$ cat src/rtl/hll_pkg.sv
// shared constants and beat types for the hyperloglog register update block
package hll_pkg;

    // sketch geometry
    localparam int INDEX_BITS = 10;
    localparam int REG_COUNT  = 1 << INDEX_BITS;
    localparam int HASH_W     = 32;
    localparam int REM_BITS   = HASH_W - INDEX_BITS;
    localparam int RANK_W     = 5;

    // fixed point sum: fraction bits and widths
    localparam int Q_FRAC    = 32;
    localparam int SUM_W     = 43;
    localparam int SUM_INT_W = INDEX_BITS + Q_FRAC + 1;
    localparam int ZERO_W    = 11;
    localparam int ZCNT_W    = INDEX_BITS + 1;

    // queue between front and back
    localparam int QDEPTH  = 2;
    localparam int QPTR_W  = $clog2(QDEPTH);
    localparam int QCNT_W  = $clog2(QDEPTH + 1);

    // function codes
    localparam logic FUNC_ADD   = 1'b0;
    localparam logic FUNC_QUERY = 1'b1;

    // input beat
    typedef struct packed {
        logic              func;
        logic [HASH_W-1:0] hash_word;
    } req_t;

    // result beat
    typedef struct packed {
        logic [SUM_W-1:0]  harmonic_sum;
        logic [ZERO_W-1:0] zero_registers;
    } rsp_t;

    // classified operation carried through the queue
    typedef struct packed {
        logic                  is_query;
        logic [INDEX_BITS-1:0] idx;
        logic [RANK_W-1:0]     rank;
    } op_t;

    // queue write side
    typedef struct packed {
        logic valid;
        op_t  op;
    } push_t;

    // queue head as seen by the back end
    typedef struct packed {
        logic valid;
        op_t  op;
    } head_t;

    // queue and back end status seen by the front end
    typedef struct packed {
        logic full;
        logic clearing;
    } fe_status_t;

endpackage

$ cat src/rtl/hll_front.sv
// front end: accepts beats, splits hash into register index and rank
module hll_front
    import hll_pkg::*;
(
    input  logic       req_valid,
    output logic       req_stall,
    input  req_t       req,
    input  fe_status_t status,
    output push_t      push
);

    // rank = leading zero count of the remaining bits plus one, capped at width plus one
    function automatic logic [RANK_W-1:0] rank_of(input logic [REM_BITS-1:0] rem);
        logic [RANK_W-1:0] r;
        r = RANK_W'(REM_BITS + 1);
        for (int i = 0; i < REM_BITS; i++)
        begin
            if (rem[i])
            begin
                r = RANK_W'(REM_BITS - i);
            end
        end
        return r;
    endfunction

    // hold off while the store is being cleared or the queue is full
    assign req_stall = status.clearing | status.full;

    // classify and push
    always_comb
    begin
        push.valid       = req_valid & ~req_stall;
        push.op.is_query = (req.func == FUNC_QUERY);
        push.op.idx      = req.hash_word[HASH_W-1 -: INDEX_BITS];
        push.op.rank     = rank_of(req.hash_word[REM_BITS-1:0]);
    end

endmodule

$ cat config.mk
export PLATFORM = sky130hd
export DESIGN_NAME = hll_front
export DESIGN_NICKNAME = d
export VERILOG_FILES = /design/src/rtl/hll_pkg.sv /design/src/rtl/hll_front.sv
export SDC_FILE = /design/constraint.sdc
export NUM_CORES = 1
export LEC_CHECK = 0
export ABC_AREA = 0
export BUFFER_PORTS_ARGS = -buffer_cell sky130_fd_sc_hd__buf_2
export CELL_PAD_IN_SITES_DETAIL_PLACEMENT = 1
export CELL_PAD_IN_SITES_GLOBAL_PLACEMENT = 2
export CORE_ASPECT_RATIO = 1.2
export CORE_MARGIN = 2
export CORE_UTILIZATION = 12
export DETAILED_ROUTE_END_ITERATION = 16
export GPL_TIMING_DRIVEN = 0
export PLACE_DENSITY = 0.9
export SLEW_MARGIN = 0
export SYNTH_ARGS = -nofsm -noshare
export SYNTH_HDL_FRONTEND = slang
export SYNTH_SLANG_ARGS = --single-unit
$ cat constraint.sdc
create_clock -name vclk -period 2
set_input_delay 0.4 -clock vclk [all_inputs]
set_output_delay 0.4 -clock vclk [all_outputs]
set_load 0.01 [all_outputs]
# Word level (Yosys, flattened, before mapping)
# Index checks and enable logic that the tools add are counted.
dict set report totals {
  reg_bits 0
  in_bits 36
  output_inout_bits 18
  wordCells 25
}
dict set report op_classes {
  mux 22
  bitwise_logic 3
}
# op count
set op_table {}
lappend op_table {{5-bit 2-to-1 mux} 20}
lappend op_table {{2-bit 2-to-1 mux} 1}
lappend op_table {{1-bit bitwise AND} 1}
lappend op_table {{1-bit 2-to-1 mux} 1}
lappend op_table {{1-bit inverter} 1}
lappend op_table {{1-bit OR} 1}

# Depth between registers and ports, before layout
dict set report logic_depth {
  word_depth 22
  ltp_mapped 4
  ltp_nobuf 4
}

# Worst setup path before layout
# OpenSTA, ideal clock, no wires.
dict set report synth_path {
  path_kind {in2out}
  start {input req[10] (netlist name)}
  end {output push[1] (netlist name)}
  arrival_ps 1209
  setup_slack_ps 391
  stages 4
  n_path_buf 0
  cell_sequence {nor2_2 -> o21ai_1 -> a311o_1 -> a211oi_2}
}
# element line_no
set synth_rtl {}
lappend synth_rtl {{start, declared} hll_front.sv:7} ;# input req_t req,
lappend synth_rtl {{end, declared} hll_front.sv:9} ;# output push_t push

==> impl_metrics.py <==
metrics = {
    "die": {
        "die-area_mm2": 0.00326,
        "die-width_um": 52.4,
        "die_height_um": 62.1,
        "io_pins": 54,
        "core_area_mm2": 0.00273,
        "floorplan.initialDensity": 0.124,
        "rows": 21,
    },
    "timing": {
        "worst_slew_pin_slew_ps": 336,
        "max-slew-margin-rel": 0.774,
        "setup_viol": 0,
        "finalCriticalPeriod_ps": 1870,
        "hold_viol": 0,
        "post-route-period-util": 0.934,
        "maxSlewViolCount": 0,
        "rsz0062_at_grt": "false",
        "fmax_mhz": 535,
        "whs_ps": 983,
        "setup_tns_ps": 0,
    },
    "drt": {
        "vias_per_cell": 4.06,
        "wire_per_inst_um": 10.0,
        "dr.pass1.iters": 4,
        "postRouteAntennaNets": 0,
        "routed_wl_um": 1320,
        "drcViolationCount": 0,
        "vias": 532,
        "drt_iter0_markers": 2,
    },
    "final_layout": {
        "diodes": 0,
        "drive_above_1_share": 0.608,
        "regArea_um2": 0,
        "final_nets": 135,
        "syn_to_final_growth_pct": 77.8,
        "seq_cells": 0,
        "fin_util": 0.220,
        "fillers": 370,
        "nClkBuffers": 0,
    },
    "setup_path": {
        "crit_path_end_kind": "primary output",
        "path_max_fanout": 4,
        "startpoint_type": "input pin",
        "crit_type": "in -> out",
        "required_ps": 1600,
        "worstPathArrival_ps": 1470,
    },
    "global_route": {
        "grt_max_degree": 6,
        "grt_pass1_wl_um": 1930,
        "antenna_found_initial": 0,
        "grt-ovfl-total": 0,
        "grt_pass1_vias": 478,
        "grt_usage": 0.0712,
    },
    "yosys": {
        "yosys.area.top_type": "buf_4",
        "synthesis.area_um2": 338,
        "yosysWarningCount": 0,
        "avgSynthCellArea_um2": 6.26,
        "synth_top_area_frac": 0.244,
        "syn_inst": 54,
        "syn_nets": 90,
        "yosys-top-cells-area": "buf_4 24%, nor2_1 10%, nor4_1 7.4%",
        "yosysMostFrequentCell": "buf_4",
        "seq_area_frac_synth": 0,
        "yosys.cell_types.count": 22,
        "yosys-top-cells-count": "11 x buf_4, 9 x nor2_1, 5 x inv_1",
    },
    "place": {
        "dpl.hpwl_um": 1230,
        "port_buffers": 43,
        "gp_congestion": 0.824,
    },
    "clocking": {
        "cts-resized-gates": 0,
        "postCtsSetupBuffers": 0,
        "postCtsHoldBufs": 0,
    },
    "power": {
        "leakage_nw": 0.311,
        "peakVddDrop_uv": 63.0,
        "powerDensity_mw_per_mm2": 180,
    },
    "flow_run": {
        "cap_violations": 0,
    },
    "min_path": {
        "hold_class": "in -> out",
    },
    "status": {
        "status": "finished, final reports clean",
    },
}
## cells in the final DEF (no fill, tap or decap), types with 2 or more instances in the layout
| cell | n |
|---|---|
| nor2b_1 | 2 |
| nor3_1 | 2 |
| nor2_1 | 9 |
| o311ai_1 | 2 |
| nor4_1 | 4 |
| buf_4 | 11 |
| nand2b_1 | 2 |
| a21oi_1 | 3 |
| nand2_1 | 2 |
| buf_2 | 43 |
| inv_1 | 5 |
## worst max-delay path, cell delays in order
cell	delay [ps]
buf_2	110
inv_1	50
a2111oi_2	360
a211oi_1	160
o41ai_2	210
buf_2	180
## where the power goes
| group | internal [mW] | switching [mW] |
|---|---|---|
| registers | 0 | 0 |
| logic | 0.0568 | 0.0513 |
| clock network | 0 | 0 |
| total | 0.0568 | 0.0513 |
## worst paths after layout
| kind | cells past startpoint | start | endpoint | slack, ps |
|---|---|---|---|---|
| worst max-delay path | 6 | req[7] | push[0] | 130 |
| worst min-delay path | 2 | req[31] | push[14] | 980 |
## cell families after synthesis
kind of cell           count (synthesis)  synth area share
buffers and inverters                 16             0.300
AND/OR/NAND/NOR                       25             0.370
AO/OA/AOI/OAI                         13             0.330
## per-layer routing
layer | vias up | GRT usage | wire length, um
li1 | 271 | - | -
met1 | 230 | 0.0906 | 508
met2 | 31 | 0.136 | 674
met3 | 0 | 0.00240 | 131
met4 | 0 | 0 | 0
met5 | - | 0 | 0
## area by class of cell
type                            count  area (um^2)  share of cell area
Tap cell                           34         42.5              0.0708
Inverter                            5         18.8              0.0313
Timing Repair Buffer               43          215               0.358
Buffer                             11         82.6               0.137
Multi-Input combinational cell     38          241               0.402
## stage by stage
step	setup WS, ps	instance area [um^2]	total power, mW	cells
floorplan	391	338	0.0506	54
global placement	90.6	596	0.106	131
detailed placement	84.9	596	0.108	131
CTS	79.4	596	0.108	131
global route	3.34	601	0.119	131
finish	132	601	0.108	131
(Power assumes the default switching activity.)
