### config.mk
export PLATFORM = sky130hd
export DESIGN_NAME = hll_queue
export DESIGN_NICKNAME = d
export VERILOG_FILES = /design/src/rtl/hll_pkg.sv /design/src/rtl/hll_queue.sv
export SDC_FILE = /design/constraint.sdc
export NUM_CORES = 1
export LEC_CHECK = 0
export BUFFER_PORTS_ARGS = -buffer_cell sky130_fd_sc_hd__buf_2
export CAP_MARGIN = 20
export CORE_MARGIN = 2
export CORE_UTILIZATION = 42
export DETAILED_ROUTE_END_ITERATION = 8
export PLACE_DENSITY = 0.66
export SLEW_MARGIN = 30
export SYNTH_ARGS = -nofsm -noshare
export SYNTH_HDL_FRONTEND = slang
export SYNTH_SLANG_ARGS = --single-unit
### constraint.sdc
create_clock -name clk -period 2.1 [get_ports clk]
set_input_delay 0.21 -clock clk [delete_from_list [all_inputs] [get_ports clk]]
set_output_delay 0.21 -clock clk [all_outputs]
set_load 0.01 [all_outputs]
### src/rtl/hll_pkg.sv
// shared constants and beat types for the hyperloglog register update block
package hll_pkg;

    // sketch geometry
    localparam int INDEX_BITS = 10;
    localparam int REG_COUNT  = 1 << INDEX_BITS;
    localparam int HASH_W     = 32;
    localparam int REM_BITS   = HASH_W - INDEX_BITS;
    localparam int RANK_W     = 5;

    // fixed point sum: fraction bits and widths
    localparam int Q_FRAC    = 32;
    localparam int SUM_W     = 43;
    localparam int SUM_INT_W = INDEX_BITS + Q_FRAC + 1;
    localparam int ZERO_W    = 11;
    localparam int ZCNT_W    = INDEX_BITS + 1;

    // queue between front and back
    localparam int QDEPTH  = 2;
    localparam int QPTR_W  = $clog2(QDEPTH);
    localparam int QCNT_W  = $clog2(QDEPTH + 1);

    // function codes
    localparam logic FUNC_ADD   = 1'b0;
    localparam logic FUNC_QUERY = 1'b1;

    // input beat
    typedef struct packed {
        logic              func;
        logic [HASH_W-1:0] hash_word;
    } req_t;

    // result beat
    typedef struct packed {
        logic [SUM_W-1:0]  harmonic_sum;
        logic [ZERO_W-1:0] zero_registers;
    } rsp_t;

    // classified operation carried through the queue
    typedef struct packed {
        logic                  is_query;
        logic [INDEX_BITS-1:0] idx;
        logic [RANK_W-1:0]     rank;
    } op_t;

    // queue write side
    typedef struct packed {
        logic valid;
        op_t  op;
    } push_t;

    // queue head as seen by the back end
    typedef struct packed {
        logic valid;
        op_t  op;
    } head_t;

    // queue and back end status seen by the front end
    typedef struct packed {
        logic full;
        logic clearing;
    } fe_status_t;

endpackage

### src/rtl/hll_queue.sv
// short fifo of classified operations between front and back end
module hll_queue
    import hll_pkg::*;
(
    input  logic  clk,
    input  logic  rst_n,
    input  push_t push,
    output logic  full,
    output head_t head,
    input  logic  pop
);

    op_t               entry_reg [QDEPTH];
    logic [QPTR_W-1:0] wr_ptr_reg;
    logic [QPTR_W-1:0] wr_ptr_next;
    logic [QPTR_W-1:0] rd_ptr_reg;
    logic [QPTR_W-1:0] rd_ptr_next;
    logic [QCNT_W-1:0] count_reg;
    logic [QCNT_W-1:0] count_next;
    logic              do_push;
    logic              do_pop;

    assign full       = (count_reg == QCNT_W'(QDEPTH));
    assign head.valid = (count_reg != '0);
    assign head.op    = entry_reg[rd_ptr_reg];

    assign do_push = push.valid & ~full;
    assign do_pop  = pop & head.valid;

    // pointer and occupancy update
    always_comb
    begin
        wr_ptr_next = wr_ptr_reg;
        rd_ptr_next = rd_ptr_reg;
        count_next  = count_reg;
        if (do_push)
        begin
            wr_ptr_next = (wr_ptr_reg == QPTR_W'(QDEPTH - 1)) ? '0 : wr_ptr_reg + QPTR_W'(1);
        end
        if (do_pop)
        begin
            rd_ptr_next = (rd_ptr_reg == QPTR_W'(QDEPTH - 1)) ? '0 : rd_ptr_reg + QPTR_W'(1);
        end
        if (do_push & ~do_pop)
        begin
            count_next = count_reg + QCNT_W'(1);
        end
        else if (do_pop & ~do_push)
        begin
            count_next = count_reg - QCNT_W'(1);
        end
    end

    always_ff @(posedge clk or negedge rst_n)
    begin
        if (!rst_n)
        begin
            wr_ptr_reg <= '0;
            rd_ptr_reg <= '0;
            count_reg  <= '0;
        end
        else
        begin
            wr_ptr_reg <= wr_ptr_next;
            rd_ptr_reg <= rd_ptr_next;
            count_reg  <= count_next;
        end
    end

    // entry storage
    always_ff @(posedge clk)
    begin
        if (do_push)
        begin
            entry_reg[wr_ptr_reg] <= push.op;
        end
    end

endmodule

Word level (Yosys, flattened, before mapping):

Memories as Yosys holds them, arrays and structs flattened.
Index checks and enable logic that the tools add are counted.

* register bits after elaboration: 4
* RAM bits: 32
* memories: 1
* logic and storage cells: 24

Memories
* entry_reg: depth 2, width 16, rd ports 1, clocked after Yosys merged registers in 0, write ports 1, RTL line hll_queue.sv:13 `op_t entry_reg [QDEPTH];`

* equal/unequal tests: 1
* reductions and logical operators: 2
* add/subtract/negate cells: 4
* mux-type cells: 6
* bitwise operators: 7

Operator list (number)
* $and 1x1->1: 4
* $mux 1: 4
* $mux 2: 2
* $reduce_bool 2->1: 2
* $not 1->1: 3
* $add 1x1->1 const B: 2
* $add 2x1->2 const B: 1
* $eq 2x2->1 const B: 1
* $sub 2x1->2 const B: 1

Depth between registers and ports, before layout:

Gate-level depths: netlist of run 1.

* depth in word-level cells: 7
* mapped depth: 7
* depth with buffers taken out: 7

Worst setup path before layout of run 1:

OpenSTA, ideal clock, no wires.

* kind: reg-to-reg
* start: register count_reg[0]
* end: memory entry_reg[0][0] in the netlist's numbering (enable)
* stages on the path, launching flop included: 4
* data required time: 1712 ps
* slack: 395 ps
* data arrival time: 1317 ps
* cells stage by stage: dfrtp_1 -> nand2b_1 -> nand2_1 -> nor2_1

* longest elaborated chain between the ends: 5

Ends and longest elaborated chain
* start, declared: RTL line hll_queue.sv:18 `logic [QCNT_W-1:0] count_reg;`
* start signal, assigned: RTL line hll_queue.sv:66 `count_reg <= count_next;`
* $eq 2x2->1: RTL line hll_queue.sv:23 `assign full = (count_reg == QCNT_W'(QDEPTH));`
* $not 1->1: RTL line hll_queue.sv:27 `assign do_push = push.valid & ~full;`
* $and 1x1->1: RTL line hll_queue.sv:27
* $mux 1: RTL line hll_queue.sv:73 `if (do_push)`
* $mux 1 (implied by the code): RTL line hll_queue.sv:75 `entry_reg[wr_ptr_reg] <= push.op;`
* end, declared: RTL line hll_queue.sv:13

No other way between the ends.

==> flow_metrics.tcl, run 1 <==
set metrics [dict create \
    post-route-drc-count 0 \
    clk_transition_reported_paths_ps 110 \
    worst_hold_class "input port to flip-flop" \
    cts_tree "done" \
    p_r_area_growth_vs_syn_pct 23.0 \
    cts_num_sinks 36 \
    fin_setup_tns_ps 0 \
    final_nets 136 \
    sequential_element_share_of_the_synthesized_area_pct 75.4 \
    final.fill_count 280 \
    layout.core_utilization_pct 52.7 \
    yosysWarningCount 0 \
    synth_cells 69 \
    timing.rr.start "count_reg[0]" \
    hold_endpoint "entry_reg[0][9]" \
    hold_path_depth 1 \
    synthesis.area_per_instance_um2 20.4 \
    global_route.usage.total_pct 12.1 \
    vias_in_the_first_global_route 681 \
    required_ps 1890 \
    largest_register_ff_count 32 \
    hpwlAfterDp_mm 1.50 \
    hold_ws_ps 59.7 \
    num_vias 733 \
    postSynthRegisterBits 36 \
    synth_area_mm2 0.00141 \
    floorplan.initialDensity_pct 42.8 \
    post_cts_resize_count 0 \
    std_cell_rows 21 \
    clock_tree.root_cell "clkbuf_4" \
    grt_setup_unrepaired "false" \
    total_die_area_mm2 0.00383 \
    floorplan.die.width_um 61.9 \
    cts_inserted_buffers 5 \
    overflow 0 \
    fmax_ghz 0.540 \
    final_max_slew_viol_count 0 \
    layout.cells.non_filler 162 \
    timing.critical_path.arrival_ps 1640 \
    timing.critical_path.fanout_max 9 \
    headroom_to_the_max_slew_limit_pct 76.1 \
    ir_drop_uv 753 \
    cap_violations 0 \
    timing.final.setup_violations 0 \
    p_total_w 0.00233 \
    syn_nets 90 \
    drt-wirelength-per-cell_um 12.9 \
    wirelength_mm 2.08 \
    die-height_um 61.9 \
    timing.clock.skew_ps 7.33 \
    i_o_pin_count 38 \
    grt_pass1_wl_mm 3.01 \
    worst_path_largest_cell_delay_ps 570 \
    pwr_density_cell_mw_per_mm2 1340 \
    timing.rr.end "count_reg[1]" \
    longest_clk_path_bufs 2 \
    placeableCoreArea_mm2 0.00328 \
    critical_path.startpoint_type "flip-flop" \
    yosysUniqueCellTypes 16 \
    grt_start_max_net_pins 17 \
    globalplace.congestion 0.604 \
    drt_first_iter_violations 31 \
    via_per_inst 4.52 \
    insertedDiodeCount 0 \
    reg_to_reg_slack_setup_ps 640 \
    worst_skew_pair.late_latency_ps 330 \
    postRouteAntennaNets 0 \
    timing_worst_slew_pin_value_ps 358 \
    cts_max_level 2 \
    antenna_found_initial 0 \
    path_cells "buf_4 -> mux2_4 -> buf_2" \
    run_status "complete, no violations" \
    report.final.hold_viol_count 0 \
    worst_setup_path_end_kind "output pin" \
    placed_cells_incl_taps 153 \
    period_share_pct 88.3 \
    critical_path_class "flip-flop to output pin" \
    drt_first_pass_iters 3 \
    crit_path_top_delay_cell "dfrtp_1" \
    worstRegToRegCells 6 \
    power_leakage_nw 0.710 \
    drive_above_1_share_pct 56.0 \
    buffer_ports.inserted 37 \
    min_period_ps 1850 \
    hold_path_origin "push[9]" \
]
## layer usage
| metal | share of wire, % | up-vias | track usage [%] |
|---|---|---|---|
| met5 | 0 | - | 0 |
| met4 | 2.0 | 0 | 9.12 |
| met3 | 6.4 | 4 | 3.93 |
| met2 | 52 | 24 | 20.6 |
| met1 | 40 | 358 | 12.3 |
| li1 | - | 347 | - |
## placed cells by master, fill, tap and decap left out, drive strengths merged
cell type    count
mux2            16
clkinv           1
edfxtp          32
ha               1
and3             1
clkinvlp         1
dlygate4sd3      1
dfrtp            4
clkbuf           5
nand2            2
bufinv           1
buf             40
xnor2            3
xor2             2
or2              1
inv              2
nand2b           1
nor2             2
## kinds of logic after synthesis
group	count (synthesis)	share of synthesized area [%]
adder cells (fa/ha/maj)	1	0.890
buffers and inverters	4	2.76
multiplexers	16	15.2
AND/OR/NAND/NOR	7	2.58
flip-flops	36	75.4
XOR/XNOR	5	3.11
## layout make-up
class	count	area, um^2	area share, %
flip-flops and latches	36	1060	61.3
multi-input cells	29	307	17.7
repair buffers	41	218	12.6
well taps	46	57.6	3.33
clock inverters	3	42.5	2.46
clock buffers	5	37.5	2.17
inverters	2	7.51	0.434
## worst max-delay path, delay by kind of cell, from the launching register on
family	cells	cell delay [ps]
multiplexers	1	320
flip-flops	1	570
buffers and inverters	2	430
## metrics by stage
stage	instance area [um^2]	setup slack, ps
after floorplan	1410	395
after global placement	1640	616
after detailed placement	1640	571
after CTS	1730	202
after global routing	1730	131
final	1730	247
## synth_stat cells (all sizes together)
| cell | n | area [um^2] |
|---|---|---|
| mux2 | 16 | 214 |
| nand2b | 1 | 6.26 |
| nand2 | 2 | 10.0 |
| or2 | 1 | 6.26 |
| ha | 1 | 12.5 |
| buf | 2 | 31.3 |
| nor2 | 2 | 7.51 |
| xor2 | 2 | 17.5 |
| edfxtp | 32 | 961 |
| and3 | 1 | 6.26 |
| inv | 2 | 7.51 |
| dfrtp | 4 | 100 |
| xnor2 | 3 | 26.3 |
## report_power, final
| group | internal [W] | switching (W) | total (W) |
|---|---|---|---|
| Combinational | 0.000411 | 0.000368 | 0.000779 |
| Sequential | 0.000988 | 0.0000896 | 0.00108 |
| Clock | 0.000248 | 0.000222 | 0.000470 |
## worst max-delay path by stage
stage          slack (ps)              end         start
2_1_floorplan         390  entry_reg[0][0]  count_reg[0]
3_3_place_gp          620         head[13]    rd_ptr_reg
3_5_place_dp          570          head[7]    rd_ptr_reg
4_1_cts               200          head[7]    rd_ptr_reg
5_1_grt               130          head[8]    rd_ptr_reg
6_report              250          head[7]    rd_ptr_reg
## what timing repair did
action,in CTS,in global routing
hold endpoints to repair,4,0
buffers inserted,0,0
hold buffers,1,0
No activity file was read; power rests on OpenSTA's default activity.
==> run 2: changes to the inputs <==
==> constraint.sdc (replaced) <==
create_clock -name clk -period 2 [get_ports clk]
set_input_delay 0.2 -clock clk [delete_from_list [all_inputs] [get_ports clk]]
set_output_delay 0.2 -clock clk [all_outputs]
set_load 0.01 [all_outputs]
==> run 2 against run 1 <==
Setup slack improved by 70 ps. First-iteration DRC count fell by 52%. Critical path depth unchanged. Global-route usage down 0.41 points. Via count is 4.4% lower. Sequential share of layout area increased by 1.1 points. Register-to-register slack worse by 150 ps. Non-clock buffer count is the same. Cell area shrank 1.8%. Count of clock-buffer cells in the layout up 2. Worst hold slack gained 2.5 ps. Clock skew decreased by 3.7 ps. Largest cell class unchanged. Largest power group unchanged. Highest routed layer unchanged.
==> flow_metrics.tcl, run 2 (synthesis results as in run 1) <==
set metrics [dict create \
    run_status "complete, no violations" \
    most_frequent_cells_in_the_layout "buf_2 (37), edfxtp_1 (32), mux2_4 (9)" \
    required_ps 1800 \
    final_nets 136 \
    timing.critical_path.arrival_ps 1480 \
    commonest_non_fill_non_tap_cell_in_the_layout "buf_2" \
    global_route.usage.total_pct 11.7 \
    hold_endpoint "entry_reg[0][9]" \
    p_r_area_growth_vs_syn_pct 20.8 \
    std_cell_rows 21 \
    fmax_ghz 0.594 \
    cts-hold-fix-buffers 1 \
    cts_num_sinks 36 \
    timing.rr.start "count_reg[0]" \
    postRouteAntennaNets 0 \
    total_die_area_mm2 0.00383 \
    area_of_the_multi_input_gates_um2 307 \
    worstRegToRegCells 6 \
    grt_setup_unrepaired "false" \
    globalplace.congestion 0.667 \
    die-height_um 61.9 \
    wirelength_mm 2.03 \
    timing.rr.end "count_reg[1]" \
    min_period_ps 1680 \
    worst_setup_path_end_kind "output pin" \
    period_share_pct 84.2 \
    timing.clock.skew_ps 3.65 \
    grt_pass1_wl_mm 3.03 \
    clock_tree.root_cell "clkbuf_4" \
    cts_max_level 2 \
    drive_above_1_share_pct 53.4 \
    hold_path_origin "push[9]" \
    hpwlAfterDp_mm 1.32 \
    timing.critical_path.fanout_max 16 \
    i_o_pin_count 38 \
    pwr_density_cell_mw_per_mm2 1350 \
    overflow 0 \
    clk_transition_reported_paths_ps 100 \
    buffer_ports.inserted 37 \
    ir_drop_uv 826 \
    cts_inserted_buffers 5 \
    critical_path.startpoint_type "flip-flop" \
    layout.core_utilization_pct 51.7 \
    post-route-drc-count 0 \
    vias_in_the_first_global_route 670 \
    cts_tree "done" \
    seq_area_mm2 0.00106 \
    post_cts_resize_count 0 \
    floorplan.initialDensity_pct 42.8 \
    reg_to_reg_slack_setup_ps 490 \
    timing.final.setup_violations 0 \
    worst_skew_pair.late_latency_ps 320 \
    grt_start_max_net_pins 17 \
    critical_path_class "flip-flop to output pin" \
    final.fill_count 274 \
    timing.final.ws_setup_ps 316 \
    report.final.hold_viol_count 0 \
    power_leakage_nw 0.696 \
    placeableCoreArea_mm2 0.00328 \
    cap_violations 0 \
    via_per_inst 4.33 \
    num_vias 701 \
    hold_path_depth 1 \
    final_max_slew_viol_count 0 \
    drt_first_iter_violations 15 \
    headroom_to_the_max_slew_limit_pct 82.8 \
    drt-wirelength-per-cell_um 12.5 \
    longest_clk_path_bufs 2 \
    post-place-ws_ps 495 \
    antenna_found_initial 0 \
    largest_register_ff_count 32 \
    insertedDiodeCount 0 \
    floorplan.die.width_um 61.9 \
    buffers_inserted_during_post_cts_setup_optimization 0 \
    timing_worst_slew_pin_value_ps 258 \
    drt_first_pass_iters 4 \
    fin_setup_tns_ps 0 \
    worst_hold_class "input port to flip-flop" \
]
-- run 2: per-stage QoR --
stage	hold slack (ps)	power, W	cells	area [um^2]
2_1_floorplan	-95.6	0.00175	69	1410
3_3_place_gp	8.25	0.00196	153	1640
3_5_place_dp	10.3	0.00199	153	1640
4_1_cts	40.8	0.00234	162	1700
5_1_grt	24.3	0.00246	162	1700
6_report	62.2	0.00230	162	1700
-- run 2: cell type report --
class | count | share of cell area [%]
Sequential cell | 36 | 62.4
Multi-Input combinational cell | 29 | 18.0
Timing Repair Buffer | 41 | 12.8
Tap cell | 46 | 3.39
Clock buffer | 7 | 2.65
Inverter | 2 | 0.442
Clock inverter | 1 | 0.221
-- run 2: worst max path at each step --
| stage | start | slack (ps) | endpoint |
|---|---|---|---|
| 2_1_floorplan | count_reg[0] | 290 | entry_reg[0][0] |
| 3_3_place_gp | count_reg[0] | 640 | count_reg[1] |
| 3_5_place_dp | count_reg[0] | 500 | count_reg[1] |
| 4_1_cts | rd_ptr_reg | 270 | head[0] |
| 5_1_grt | rd_ptr_reg | 210 | head[14] |
| 6_report | rd_ptr_reg | 320 | head[0] |
-- run 2: power breakdown --
part           switching (W)  total, W  internal (W)
clock               0.000214  0.000349      0.000135
sequential         0.0000669   0.00110       0.00104
combinational       0.000413  0.000845      0.000432
-- run 2: worst max-delay path, cell delays in order, from the launching register on --
cell and delay (ps):
dfrtp_1 370, buf_4 280, mux2_2 370, buf_2 140
-- run 2: metal layers --
metal	up-vias	GRT usage, %	wire length, um
li1	349	-	-
met1	323	14.0	889
met2	25	17.9	992
met3	4	5.59	122
met4	0	5.47	27
met5	-	0	0
